<file path="src/rtl/rrb_pkg.sv">
// rrb_pkg: shared constants, types and codes for the rotating rgb565 blitter
// no dependencies; imported by every module of the block
`timescale 1ns / 1ps

package rrb_pkg;

  // largest frame the counters cover
  localparam int unsigned MAX_WIDTH  = 1024;
  localparam int unsigned MAX_HEIGHT = 1024;

  // counter widths and clamped dimension widths
  localparam int unsigned COL_W = $clog2(MAX_WIDTH);
  localparam int unsigned ROW_W = $clog2(MAX_HEIGHT);
  localparam int unsigned W_W   = $clog2(MAX_WIDTH + 1);
  localparam int unsigned H_W   = $clog2(MAX_HEIGHT + 1);
  localparam int unsigned AB_W  = (COL_W > ROW_W) ? COL_W : ROW_W;

  // register field widths
  localparam int unsigned MODE_W  = 2;
  localparam int unsigned DIM_W   = 11;
  localparam int unsigned PITCH_W = 13;
  localparam int unsigned CLAMP_W = (DIM_W > W_W) ? ((DIM_W > H_W) ? DIM_W : H_W)
                                                  : ((W_W > H_W) ? W_W : H_W);

  // apb port
  localparam int unsigned ADDR_W = 5;
  localparam int unsigned DATA_W = 32;

  // payload widths
  localparam int unsigned CH_W   = 8;
  localparam int unsigned PIX_W  = 16;
  localparam int unsigned OFF_W  = 23;
  localparam int unsigned PROD_W = AB_W + 1 + PITCH_W;
  localparam int unsigned SUM_W  = PROD_W + 1;

  // job queue between front and back
  localparam int unsigned FIFO_DEPTH = 2;
  localparam int unsigned PTR_W      = $clog2(FIFO_DEPTH);
  localparam int unsigned FCNT_W     = $clog2(FIFO_DEPTH + 1);

  // reset values of the registers
  localparam logic [MODE_W-1:0]         RST_MODE    = MODE_W'(1);
  localparam logic [DIM_W-1:0]          RST_WIDTH   = DIM_W'(320);
  localparam logic [DIM_W-1:0]          RST_HEIGHT  = DIM_W'(240);
  localparam logic signed [PITCH_W-1:0] RST_X_PITCH = PITCH_W'(2);
  localparam logic signed [PITCH_W-1:0] RST_Y_PITCH = PITCH_W'(480);

  typedef enum logic [MODE_W-1:0] {
    MODE_FLIP_PORTRAIT  = 2'd0,
    MODE_LANDSCAPE      = 2'd1,
    MODE_FLIP_LANDSCAPE = 2'd2
  } mode_e;

  typedef enum logic [2:0] {
    REG_MODE    = 3'd0,
    REG_WIDTH   = 3'd1,
    REG_HEIGHT  = 3'd2,
    REG_X_PITCH = 3'd3,
    REG_Y_PITCH = 3'd4
  } reg_idx_e;

  // effective configuration as seen by front and back
  typedef struct packed {
    logic [MODE_W-1:0]         mode;
    logic [W_W-1:0]            width;
    logic [H_W-1:0]            height;
    logic signed [PITCH_W-1:0] x_pitch;
    logic signed [PITCH_W-1:0] y_pitch;
  } cfg_t;

  // one classified pixel waiting for address arithmetic
  typedef struct packed {
    logic [AB_W-1:0]  a;
    logic [AB_W-1:0]  b;
    logic [PIX_W-1:0] pix;
    logic             last;
  } job_t;

endpackage

</file>
<file path="src/rtl/rotating_rgb565_blitter.sv">
// rotating_rgb565_blitter: top level of the rgb888 to rgb565 rotating blitter
// depends on rrb_pkg, rrb_cfg, rrb_front, rrb_fifo and rrb_back
`timescale 1ns / 1ps

// usage
//   source pixels (blue, green, red bytes plus frame_start) arrive on a
//   valid/ready input channel in buffer order; each transaction yields one
//   result transaction carrying the packed rgb565 word, the signed framebuffer
//   offset in 16-bit words and a flag on the last pixel of the frame
//   the apb port holds rotation mode, frame width and height and the two
//   signed pitches; write it only while no transaction is in flight
//   an accepted pixel passes the queue, the product register and the output
//   register in that order before it is presented
//   throughput: one pixel per clock unless stalled, set by the single multiplier
//   pair in the back stage; the front takes a pixel every cycle the queue has room
//   reset clears the row and column counters, empties the queue and loads
//   landscape mode, 320 by 240, x pitch 2 and y pitch 480
//   when the receiver stalls the output register holds its transaction, the
//   product stage and the two-entry queue fill, then in_ready_o drops
//   frame_start restarts the walk at the first pixel of a frame

module rotating_rgb565_blitter import rrb_pkg::*; (
  input  logic                    clk_i,
  input  logic                    rst_ni,
  // configuration
  input  logic                    psel,
  input  logic                    penable,
  input  logic                    pwrite,
  input  logic [ADDR_W-1:0]       paddr,
  input  logic [DATA_W-1:0]       pwdata,
  output logic [DATA_W-1:0]       prdata,
  output logic                    pready,
  // source pixels
  input  logic                    in_valid_i,
  output logic                    in_ready_o,
  input  logic [CH_W-1:0]         blue_i,
  input  logic [CH_W-1:0]         green_i,
  input  logic [CH_W-1:0]         red_i,
  input  logic                    frame_start_i,
  // placed pixels
  output logic                    out_valid_o,
  input  logic                    out_ready_i,
  output logic signed [OFF_W-1:0] word_offset_o,
  output logic [PIX_W-1:0]        pixel565_o,
  output logic                    frame_last_o
);

  cfg_t cfg;
  job_t push_job, pop_job;
  logic push, pop, q_full, q_valid;

  // register file, dimensions already clamped
  rrb_cfg u_cfg (
    .clk_i   (clk_i),
    .rst_ni  (rst_ni),
    .psel    (psel),
    .penable (penable),
    .pwrite  (pwrite),
    .paddr   (paddr),
    .pwdata  (pwdata),
    .prdata  (prdata),
    .pready  (pready),
    .cfg_o   (cfg)
  );

  // front: counters and rotation mapping, one job per accepted pixel
  rrb_front u_front (
    .clk_i         (clk_i),
    .rst_ni        (rst_ni),
    .cfg_i         (cfg),
    .in_valid_i    (in_valid_i),
    .in_ready_o    (in_ready_o),
    .blue_i        (blue_i),
    .green_i       (green_i),
    .red_i         (red_i),
    .frame_start_i (frame_start_i),
    .q_full_i      (q_full),
    .push_o        (push),
    .job_o         (push_job)
  );

  // queue lets the front keep accepting while the back is stalled briefly
  rrb_fifo u_fifo (
    .clk_i   (clk_i),
    .rst_ni  (rst_ni),
    .push_i  (push),
    .data_i  (push_job),
    .full_o  (q_full),
    .pop_i   (pop),
    .valid_o (q_valid),
    .data_o  (pop_job)
  );

  // back: pitch products, halving and offset sum into the output register
  rrb_back u_back (
    .clk_i         (clk_i),
    .rst_ni        (rst_ni),
    .cfg_i         (cfg),
    .q_valid_i     (q_valid),
    .job_i         (pop_job),
    .pop_o         (pop),
    .out_valid_o   (out_valid_o),
    .out_ready_i   (out_ready_i),
    .word_offset_o (word_offset_o),
    .pixel565_o    (pixel565_o),
    .frame_last_o  (frame_last_o)
  );

endmodule

</file>
<file path="src/rtl/rrb_cfg.sv">
// rrb_cfg: apb register file with mode, frame size and pitches
// depends on rrb_pkg; presents clamped dimensions to the datapath
`timescale 1ns / 1ps

module rrb_cfg import rrb_pkg::*; (
  input  logic              clk_i,
  input  logic              rst_ni,
  input  logic              psel,
  input  logic              penable,
  input  logic              pwrite,
  input  logic [ADDR_W-1:0] paddr,
  input  logic [DATA_W-1:0] pwdata,
  output logic [DATA_W-1:0] prdata,
  output logic              pready,
  output cfg_t              cfg_o
);

  logic [MODE_W-1:0]         mode_q,    mode_d;
  logic [DIM_W-1:0]          width_q,   width_d;
  logic [DIM_W-1:0]          height_q,  height_d;
  logic signed [PITCH_W-1:0] x_pitch_q, x_pitch_d;
  logic signed [PITCH_W-1:0] y_pitch_q, y_pitch_d;
  logic                      wr_en;
  reg_idx_e                  idx;

  assign pready = 1'b1;
  assign wr_en  = psel && penable && pwrite && pready;
  assign idx    = reg_idx_e'(paddr[ADDR_W-1:2]);

  always_comb begin
    mode_d    = mode_q;
    width_d   = width_q;
    height_d  = height_q;
    x_pitch_d = x_pitch_q;
    y_pitch_d = y_pitch_q;
    if (wr_en) begin
      unique case (idx)
        REG_MODE:    mode_d    = pwdata[MODE_W-1:0];
        REG_WIDTH:   width_d   = pwdata[DIM_W-1:0];
        REG_HEIGHT:  height_d  = pwdata[DIM_W-1:0];
        REG_X_PITCH: x_pitch_d = pwdata[PITCH_W-1:0];
        REG_Y_PITCH: y_pitch_d = pwdata[PITCH_W-1:0];
        default: ;
      endcase
    end
  end

  always_ff @(posedge clk_i or negedge rst_ni) begin
    if (!rst_ni) begin
      mode_q    <= RST_MODE;
      width_q   <= RST_WIDTH;
      height_q  <= RST_HEIGHT;
      x_pitch_q <= RST_X_PITCH;
      y_pitch_q <= RST_Y_PITCH;
    end else begin
      mode_q    <= mode_d;
      width_q   <= width_d;
      height_q  <= height_d;
      x_pitch_q <= x_pitch_d;
      y_pitch_q <= y_pitch_d;
    end
  end

  always_comb begin
    prdata = '0;
    unique case (idx)
      REG_MODE:    prdata = DATA_W'(mode_q);
      REG_WIDTH:   prdata = DATA_W'(width_q);
      REG_HEIGHT:  prdata = DATA_W'(height_q);
      REG_X_PITCH: prdata = DATA_W'(unsigned'(x_pitch_q));
      REG_Y_PITCH: prdata = DATA_W'(unsigned'(y_pitch_q));
      default:     prdata = '0;
    endcase
  end

  // zero counts as one, oversize saturates
  always_comb begin
    cfg_o.mode    = mode_q;
    cfg_o.x_pitch = x_pitch_q;
    cfg_o.y_pitch = y_pitch_q;
    if (width_q == '0) begin
      cfg_o.width = W_W'(1);
    end else if (CLAMP_W'(width_q) > CLAMP_W'(MAX_WIDTH)) begin
      cfg_o.width = W_W'(MAX_WIDTH);
    end else begin
      cfg_o.width = W_W'(width_q);
    end
    if (height_q == '0) begin
      cfg_o.height = H_W'(1);
    end else if (CLAMP_W'(height_q) > CLAMP_W'(MAX_HEIGHT)) begin
      cfg_o.height = H_W'(MAX_HEIGHT);
    end else begin
      cfg_o.height = H_W'(height_q);
    end
  end

endmodule

</file>
<file path="src/rtl/rrb_front.sv">
// rrb_front: accepts source pixels, walks row and column, maps them by rotation
// depends on rrb_pkg; pushes one job per pixel into the queue
`timescale 1ns / 1ps

module rrb_front import rrb_pkg::*; (
  input  logic            clk_i,
  input  logic            rst_ni,
  input  cfg_t            cfg_i,
  input  logic            in_valid_i,
  output logic            in_ready_o,
  input  logic [CH_W-1:0] blue_i,
  input  logic [CH_W-1:0] green_i,
  input  logic [CH_W-1:0] red_i,
  input  logic            frame_start_i,
  input  logic            q_full_i,
  output logic            push_o,
  output job_t            job_o
);

  logic [COL_W-1:0] col_q, col_d, col_cur, w_m1;
  logic [ROW_W-1:0] row_q, row_d, row_cur, h_m1;
  logic [W_W-1:0]   col_inc;
  logic [H_W-1:0]   row_inc;

  assign in_ready_o = !q_full_i;
  assign push_o     = in_valid_i && !q_full_i;
  assign w_m1       = COL_W'(cfg_i.width - W_W'(1));
  assign h_m1       = ROW_W'(cfg_i.height - H_W'(1));

  always_comb begin
    col_cur = frame_start_i ? '0 : col_q;
    row_cur = frame_start_i ? '0 : row_q;
    // counters left beyond a shrunk frame restart at zero
    if (W_W'(col_cur) >= cfg_i.width) col_cur = '0;
    if (H_W'(row_cur) >= cfg_i.height) row_cur = '0;

    col_inc = W_W'(col_cur) + W_W'(1);
    row_inc = H_W'(row_cur) + H_W'(1);
    col_d   = COL_W'(col_inc);
    row_d   = row_cur;
    if (col_inc >= cfg_i.width) begin
      col_d = '0;
      row_d = (row_inc >= cfg_i.height) ? '0 : ROW_W'(row_inc);
    end
  end

  always_comb begin
    unique case (cfg_i.mode)
      MODE_FLIP_PORTRAIT: begin
        job_o.a = AB_W'(w_m1 - col_cur);
        job_o.b = AB_W'(row_cur);
      end
      MODE_LANDSCAPE: begin
        job_o.a = AB_W'(row_cur);
        job_o.b = AB_W'(col_cur);
      end
      default: begin
        job_o.a = AB_W'(h_m1 - row_cur);
        job_o.b = AB_W'(w_m1 - col_cur);
      end
    endcase
    job_o.pix  = {red_i[7:3], green_i[7:2], blue_i[7:3]};
    job_o.last = (row_cur == h_m1) && (col_cur == w_m1);
  end

  always_ff @(posedge clk_i or negedge rst_ni) begin
    if (!rst_ni) begin
      col_q <= '0;
      row_q <= '0;
    end else if (push_o) begin
      col_q <= col_d;
      row_q <= row_d;
    end
  end

  a_last_wraps: assert property (@(posedge clk_i) disable iff (!rst_ni)
    (push_o && job_o.last) |=> (col_q == '0 && row_q == '0))
    else $error("counters did not wrap after last pixel");

endmodule

</file>
<file path="src/rtl/rrb_fifo.sv">
// rrb_fifo: short job queue parting the front from the back
// depends on rrb_pkg for the job type and depth
`timescale 1ns / 1ps

module rrb_fifo import rrb_pkg::*; (
  input  logic clk_i,
  input  logic rst_ni,
  input  logic push_i,
  input  job_t data_i,
  output logic full_o,
  input  logic pop_i,
  output logic valid_o,
  output job_t data_o
);

  job_t              mem_q [FIFO_DEPTH];
  logic [PTR_W-1:0]  wr_ptr_q, wr_ptr_d, rd_ptr_q, rd_ptr_d;
  logic [FCNT_W-1:0] count_q, count_d;

  assign full_o  = (count_q == FCNT_W'(FIFO_DEPTH));
  assign valid_o = (count_q != '0);
  assign data_o  = mem_q[rd_ptr_q];

  always_comb begin
    wr_ptr_d = wr_ptr_q;
    rd_ptr_d = rd_ptr_q;
    count_d  = count_q;
    if (push_i) begin
      wr_ptr_d = (wr_ptr_q == PTR_W'(FIFO_DEPTH - 1)) ? '0 : wr_ptr_q + PTR_W'(1);
    end
    if (pop_i) begin
      rd_ptr_d = (rd_ptr_q == PTR_W'(FIFO_DEPTH - 1)) ? '0 : rd_ptr_q + PTR_W'(1);
    end
    if (push_i && !pop_i) count_d = count_q + FCNT_W'(1);
    else if (pop_i && !push_i) count_d = count_q - FCNT_W'(1);
  end

  always_ff @(posedge clk_i or negedge rst_ni) begin
    if (!rst_ni) begin
      wr_ptr_q <= '0;
      rd_ptr_q <= '0;
      count_q  <= '0;
    end else begin
      wr_ptr_q <= wr_ptr_d;
      rd_ptr_q <= rd_ptr_d;
      count_q  <= count_d;
    end
  end

  always_ff @(posedge clk_i) begin
    if (push_i) mem_q[wr_ptr_q] <= data_i;
  end

  a_no_overflow: assert property (@(posedge clk_i) disable iff (!rst_ni)
    !(push_i && full_o))
    else $error("push into full job queue");

  a_no_underflow: assert property (@(posedge clk_i) disable iff (!rst_ni)
    !(pop_i && !valid_o))
    else $error("pop from empty job queue");

endmodule

</file>
<file path="src/rtl/rrb_back.sv">
// rrb_back: multiplies display coordinates by the pitches and sums the offset
// depends on rrb_pkg; two register stages, output stage faces the receiver
`timescale 1ns / 1ps

module rrb_back import rrb_pkg::*; (
  input  logic                    clk_i,
  input  logic                    rst_ni,
  input  cfg_t                    cfg_i,
  input  logic                    q_valid_i,
  input  job_t                    job_i,
  output logic                    pop_o,
  output logic                    out_valid_o,
  input  logic                    out_ready_i,
  output logic signed [OFF_W-1:0] word_offset_o,
  output logic [PIX_W-1:0]        pixel565_o,
  output logic                    frame_last_o
);

  logic                     p_valid_q, p_ready;
  logic signed [PROD_W-1:0] prod_x_q, prod_x_d, prod_y_q, prod_y_d;
  logic [PIX_W-1:0]         p_pix_q;
  logic                     p_last_q;
  logic signed [AB_W:0]     a_s, b_s;
  logic                     o_valid_q, o_ready;
  logic signed [SUM_W-1:0]  sum;
  logic signed [OFF_W-1:0]  offset_q;
  logic [PIX_W-1:0]         o_pix_q;
  logic                     o_last_q;

  assign o_ready = !o_valid_q || out_ready_i;
  assign p_ready = !p_valid_q || o_ready;
  assign pop_o   = q_valid_i && p_ready;

  assign a_s      = {1'b0, job_i.a};
  assign b_s      = {1'b0, job_i.b};
  assign prod_x_d = PROD_W'(a_s) * PROD_W'(cfg_i.x_pitch);
  assign prod_y_d = PROD_W'(b_s) * PROD_W'(cfg_i.y_pitch);

  // halving with an arithmetic shift rounds towards minus infinity
  assign sum = SUM_W'(prod_x_q >>> 1) + SUM_W'(prod_y_q >>> 1);

  always_ff @(posedge clk_i or negedge rst_ni) begin
    if (!rst_ni) begin
      p_valid_q <= 1'b0;
      o_valid_q <= 1'b0;
    end else begin
      if (p_ready) p_valid_q <= q_valid_i;
      if (o_ready) o_valid_q <= p_valid_q;
    end
  end

  always_ff @(posedge clk_i) begin
    if (pop_o) begin
      prod_x_q <= prod_x_d;
      prod_y_q <= prod_y_d;
      p_pix_q  <= job_i.pix;
      p_last_q <= job_i.last;
    end
    if (o_ready && p_valid_q) begin
      offset_q <= OFF_W'(sum);
      o_pix_q  <= p_pix_q;
      o_last_q <= p_last_q;
    end
  end

  assign out_valid_o   = o_valid_q;
  assign word_offset_o = offset_q;
  assign pixel565_o    = o_pix_q;
  assign frame_last_o  = o_last_q;

  a_prod_held: assert property (@(posedge clk_i) disable iff (!rst_ni)
    (p_valid_q && !o_ready) |=> (p_valid_q && $stable(prod_x_q) && $stable(prod_y_q)))
    else $error("product stage lost its transaction under stall");

endmodule
</file>
<file path="config.mk">
export PLATFORM = sky130hd
export DESIGN_NAME = rotating_rgb565_blitter
export DESIGN_NICKNAME = d
export VERILOG_FILES = /design/src/rtl/rrb_pkg.sv /design/src/rtl/rotating_rgb565_blitter.sv /design/src/rtl/rrb_cfg.sv /design/src/rtl/rrb_front.sv /design/src/rtl/rrb_fifo.sv /design/src/rtl/rrb_back.sv
export SDC_FILE = /design/constraint.sdc
export NUM_CORES = 1
export LEC_CHECK = 0
export ABC_CLOCK_PERIOD_IN_PS = 7750
export BUFFER_PORTS_ARGS = -buffer_cell sky130_fd_sc_hd__clkbuf_2
export CORE_ASPECT_RATIO = 1.25
export CORE_MARGIN = 2
export CORE_UTILIZATION = 40
export CTS_BUF_LIST = sky130_fd_sc_hd__clkbuf_16
export CTS_CLUSTER_DIAMETER = 60
export DETAILED_ROUTE_END_ITERATION = 16
export MAX_ROUTING_LAYER = met4
export SLEW_MARGIN = 20
export SYNTH_ARGS = -nofsm -noshare
export SYNTH_HDL_FRONTEND = slang
export SYNTH_HIERARCHICAL = 1
export SYNTH_SLANG_ARGS = --single-unit
</file>
<file path="constraint.sdc">
create_clock -name clk_i -period 7.75 [get_ports clk_i]
set_input_delay 1.1625 -clock clk_i [delete_from_list [all_inputs] [get_ports clk_i]]
set_output_delay 1.1625 -clock clk_i [all_outputs]
set_load 0.01 [all_outputs]
</file>
== Word-level counts from Yosys, hierarchy flattened ==
Memories as Yosys holds them, arrays and structs flattened.
Index checks and enable logic that the tools add are counted.
Operators by class
  add/sub/neg operators: 11
  multiply operators: 2
  $lt $le $gt $ge: 6
  eq/ne operators: 8
  mux-type cells: 19
  reduce and logical (&&, ||, !) cells: 26
Operators by type and width (count)
  2-to-1 mux 10 bit: 7
  one-hot mux 13 bit (5 select lines): 1
  multiplier 11 x 13 -> 24 bit: 2
  2-to-1 mux 11 bit: 4
  one-hot mux 20 bit (2 select lines): 1
  adder 23 bit: 1
  adder 10 x 1 -> 11 bit, second input constant: 2
  >= comparator 10 x 11 -> 1 bit: 2
  >= comparator 11 bit: 2
  > comparator 11 bit, second input constant: 2
  zero test 11 bit: 2
  == test 10 bit: 2
  subtractor 10 x 1 -> 10 bit, second input constant: 2
  subtractor 10 bit: 2
  AND reduction 2 bit: 5
  logical AND 1 bit: 8
  == test 3 x 2 -> 1 bit, second input constant: 2
  zero test 1 bit: 5
  2-to-1 mux 1 bit: 4
  2-to-1 mux 2 bit: 2
  nonzero test 2 bit: 2
  == test 3 x 1 -> 1 bit, second input constant: 1
  == test 3 bit, second input constant: 1
  zero test 3 bit: 1
  other kinds (7): 9
Storage, ports and cells
  flip-flop bits (word level): 181
  RAM bits: 74
  input port bits: 69
  word-level logic and storage cells: 92
  memories: 1
Memory list
  u_fifo.mem_q: depth 2, bits a word 37, rd ports 1, clocked after memory_dff 0, wr ports 1, RTL line rrb_fifo.sv:16  | job_t mem_q [FIFO_DEPTH];

== Depth between registers and ports, before layout ==
  depth after elaboration: 9
  mapped depth: 27

== By module ==
Netlist, hierarchy kept.
By module, submodules not included
  rrb_back: instances 1, cells an instance 1466, area an instance 14652.8 sq um, seq. area each 3143.0 sq um
  rrb_front: instances 1, cells an instance 573, area an instance 4145.2 sq um, seq. area each 500.5 sq um
  rrb_fifo: instances 1, cells an instance 131, area an instance 2941.6 sq um, seq. area each 2322.2 sq um
  rrb_cfg: instances 1, cells an instance 226, area an instance 2683.8 sq um, seq. area each 1266.2 sq um

== Worst setup path after synthesis ==
No wires, ideal clock.
  kind: input-to-reg
  from: input port out_ready_i
  to: register u_fifo.count_q[1]
  setup time: 0.079 ns
  arrival time: 6.909 ns
  setup slack: 0.762 ns
  stages on the path: 7
  path through: nor2b_1 a21boi_0 inv_1 ha_1 xor2_1 nor2_1 xor2_1
Between the ends
  cells in the longest elaborated chain, start to end: 6
  elaborated cells between the ends (all ways): 8
  those cells by class: 1 x mux; 7 x reduce/logical
RTL lines
  from (decl): RTL line rotating_rgb565_blitter.sv:42  | input logic out_ready_i,
  logical OR 1 bit *: RTL line rrb_back.sv:30  | assign o_ready = !o_valid_q || out_ready_i;
  logical OR 1 bit *: RTL line rrb_back.sv:31  | assign p_ready = !p_valid_q || o_ready;
  logical AND 1 bit *: RTL line rrb_back.sv:32  | assign pop_o = q_valid_i && p_ready;
  net pop: RTL line rotating_rgb565_blitter.sv:50  | logic push, pop, q_full, q_valid;
  zero test 1 bit: RTL line rrb_fifo.sv:34  | if (push_i && !pop_i) count_d = count_q + FCNT_W'(1);
  logical AND 1 bit: RTL line rrb_fifo.sv:34
  2-to-1 mux 2 bit or nonzero test 2 bit (tied branches)
  to (signal assigned): RTL line rrb_fifo.sv:46  | count_q <= count_d;
  to (decl): RTL line rrb_fifo.sv:18  | logic [FCNT_W-1:0] count_q, count_d;
Mark *: on every way through the listed nets, which the timed path passes. The rest lies on a longest branch.
A chain may end at the register's enable or synchronous reset.

==> impl_metrics.env <==
export IMPL_max_freq_mhz=155.9
export IMPL_core_mm2=0.06053
export IMPL_post_cts_setup_buffer_count=0
export IMPL_syn_inst=2396
export IMPL_syn_to_final_growth_pct=7.838
export IMPL_start_util_pct=40.35
export IMPL_path_class="register to register"
export IMPL_netlist_area_mm2=0.02442
export IMPL_grt_pass1_wl_um=92630
export IMPL_slowest_delay_ps=690
export IMPL_cts_max_level=1
export IMPL_routed_via_density=5.164
export IMPL_drc=0
export IMPL_io_buffers=94
export IMPL_crit_top_cell="fa_1"
export IMPL_crit_path_top_delay_cell="dfrtp_2"
export IMPL_ys_ff_latch=253
export IMPL_critPathCaptureType="register"
export IMPL_worst_slew_pin_slew_ps=961.0
export IMPL_cp_arrival_ps=6720
export IMPL_grt_met1_usage_pct=22.84
export IMPL_fin_crit_ps=6415
export IMPL_antenna_left=0
export IMPL_track_usage_pct=19.05
export IMPL_cts_path_max_buffers=3
export IMPL_ctsResizeCount=0
export IMPL_ys_async_sr_fraction_pct=30.04
export IMPL_die_x_um=225.0
export IMPL_met2_usage_pct=33.55
export IMPL_row_count=101
export IMPL_grt_busiest_layer="met2"
export IMPL_cp_num_buf_inv=4
export IMPL_gr_total_overflow=0
export IMPL_clockRootBuffer="clkbuf_16"
export IMPL_wl_um=57600
export IMPL_syn_avg_cell_area_um2=10.19
export IMPL_setup_viol=0
export IMPL_hpwl_um=46050
export IMPL_grt_max_degree=67
export IMPL_finalClockSkew_ps=65.41
export IMPL_use_met3_pct=2.105
export IMPL_cp_cell_sequence="buf_4, mux2_2, nand2_1, fa_1, fa_1, inv_1, fa_1, fa_1, inv_1, fa_1, inv_1, ha_1, a21o_1, a21oi_2, nor4b_4, a31o_4, o21ai_2, o41ai_2, xnor2_1"
export IMPL_status="complete, no violations"
export IMPL_routedWlPerCell_um=17.84
export IMPL_pin_count=144
export IMPL_fin_nets=2941
export IMPL_final_hold_viol_count=0
export IMPL_worst_slack_ps=1335
export IMPL_drive_above_1_share_pct=11.53
export IMPL_cts_sinks=253
export IMPL_grt_pass1_vias=17670
export IMPL_ys_warn_count=6
export IMPL_timing_hold_ws_ps=387.2
export IMPL_gp_congestion=1.022
export IMPL_fillers=5762
export IMPL_r2r_setup_slack_ps=1340
export IMPL_clock_latency_ps=620
export IMPL_grt_antenna_before_repair=2
export IMPL_cts_tree="done"
export IMPL_start_kind="register"
export IMPL_die_area_mm2=0.06306
export IMPL_synth_edf_count=177
export IMPL_timing_final_crit_share_pct=82.77
export IMPL_cts_buffers=30
export IMPL_die_h_um=280.3
export IMPL_rsz0062_at_grt="false"
export IMPL_drt_iter0_drc=895
export IMPL_fin_tns_setup_ps=0
export IMPL_path_delay_family="adder cells"
export IMPL_first_pass_iters=6
export IMPL_critPathMaxFanout=22
export IMPL_ys_flop_type="edfxtp_1"
export IMPL_required_ps=8050
export IMPL_maxSlewViolCount=0
export IMPL_hp_class="input pin to asynchronous set/reset pin"
export IMPL_slew_headroom_pct=35.70
export IMPL_vias=16670
export IMPL_cts_hold_buf=0
export IMPL_drv_cap=0
export IMPL_place_ws_ps=923.8
export IMPL_yosys_cell_types_count=88
export IMPL_ys_seq_area_share_pct=29.61
export IMPL_cts_clk_slew_worst_paths_ps=60
per-stage QoR:
| stage | utilization, % | cells | area [um^2] |
|---|---|---|---|
| 6_report | 43.51 | 3228 | 26340 |
| 2_1_floorplan | - | 2414 | 24490 |
| 3_5_place_dp | 41.95 | 3172 | 25390 |
| 3_3_place_gp | 41.95 | 3172 | 25390 |
| 5_1_grt | 43.51 | 3228 | 26340 |
| 4_1_cts | 43.50 | 3227 | 26330 |
final timing paths:
check	startpoint	end	depth (start not counted)
max	u_fifo/rd_ptr_q	u_back/prod_y_q[23]	19
min	rst_ni	u_front/col_q[4]	1
max reg2reg	u_fifo/rd_ptr_q	u_back/prod_y_q[23]	19
min reg2reg	u_back/p_pix_q[13]	u_back/pixel565_o[13]	0
max in group asynchronous	rst_ni	u_cfg/y_pitch_q[4]	2
min in group clk_i	u_back/p_pix_q[13]	u_back/pixel565_o[13]	0
cell usage after synthesis (64+ instances only):
master,number,area share (%)
inv_1,395,6.1
fa_1,245,20
nand2_1,217,3.3
ha_1,195,10
edfxtp_1,177,22
and2_1,151,3.9
nor2_1,88,1.4
a21oi_1,82,1.7
xnor2_1,79,2.8
mux2_2,69,3.2
clkbuf_1,67,1.0
o21ai_0,66,1.4
dfrtp_1,64,6.6
cell usage in the layout, fill, tap and decap left out, drive strengths merged, types with 5 or more instances in the layout:
cell	netlist	layout
o211ai	6	6
inv	396	405
edfxtp	177	177
dfstp	12	12
o221ai	10	10
nand3	26	26
buf	52	13
and2	151	151
o21bai	7	7
dfrtp	64	64
o21a	21	21
mux2	90	90
conb	2	20
nor2b	54	54
nor3	24	24
ha	195	195
xnor2	80	80
clkbuf	68	123
a21o	33	33
a31oi	11	11
o31ai	10	10
o21ai	78	78
xor2	40	40
a311oi	5	5
and3	8	8
a211oi	16	16
nand2b	22	22
nand2	217	217
a21oi	83	83
or2	5	5
nor2	89	89
fa	245	245
mux2i	19	19
nor4	6	6
nand4	15	15
clkinv	1	14
cell type report:
| cell class | count | area (um^2) | area share [%] |
|---|---|---|---|
| well taps | 772 | 965.9 | 3.667 |
| repair buffers | 106 | 563.0 | 2.138 |
| multi-input cells | 1644 | 15140 | 57.50 |
| clock inverters | 25 | 187.7 | 0.7126 |
| flip-flops and latches | 253 | 7233 | 27.46 |
| clock buffers | 30 | 750.7 | 2.850 |
| inverters | 397 | 1490 | 5.658 |
| diodes | 1 | 2.502 | 0.009501 |
per-layer routing:
layer	vias up	wire length [um]
li1	7868	-
met1	8298	24140
met2	412	29150
met3	93	2440
met4	0	1872
met5	-	0
sequential cells by signal (all words and copies together) (netlist names):
| signal | count |
|---|---|
| u_fifo/mem_q | 74 |
| u_back/prod_x_q | 23 |
| u_back/prod_y_q | 23 |
| u_back/word_offset_o | 23 |
| u_back/p_pix_q | 16 |
| u_back/pixel565_o | 16 |
| u_cfg/x_pitch_q | 13 |
| u_cfg/y_pitch_q | 13 |
| u_cfg/height_q | 11 |
| u_cfg/width_q | 11 |
| u_front/col_q | 10 |
| u_front/row_q | 10 |
| u_cfg/mode_q | 2 |
| u_fifo/count_q | 2 |
| u_back/frame_last_o | 1 |
| u_back/out_valid_o | 1 |
| u_back/p_last_q | 1 |
| u_back/p_valid_q | 1 |
| u_fifo/rd_ptr_q | 1 |
| u_fifo/wr_ptr_q | 1 |
logic make-up after synthesis:
group                    Yosys count  share of synthesized area [%]
multiplexers                     109                          5.236
AND/OR/NAND/NOR                  637                          13.42
adder cells (fa/ha/maj)          440                          30.07
buffers and inverters            517                          8.760
flip-flops                       253                          29.61
other                              2                        0.03075
XOR/XNOR                         120                          4.334
AO/OA/AOI/OAI                    318                          8.535
Power is not shown: default switching activity piles up to over one toggle a cycle in this logic, so the estimate is an artifact.
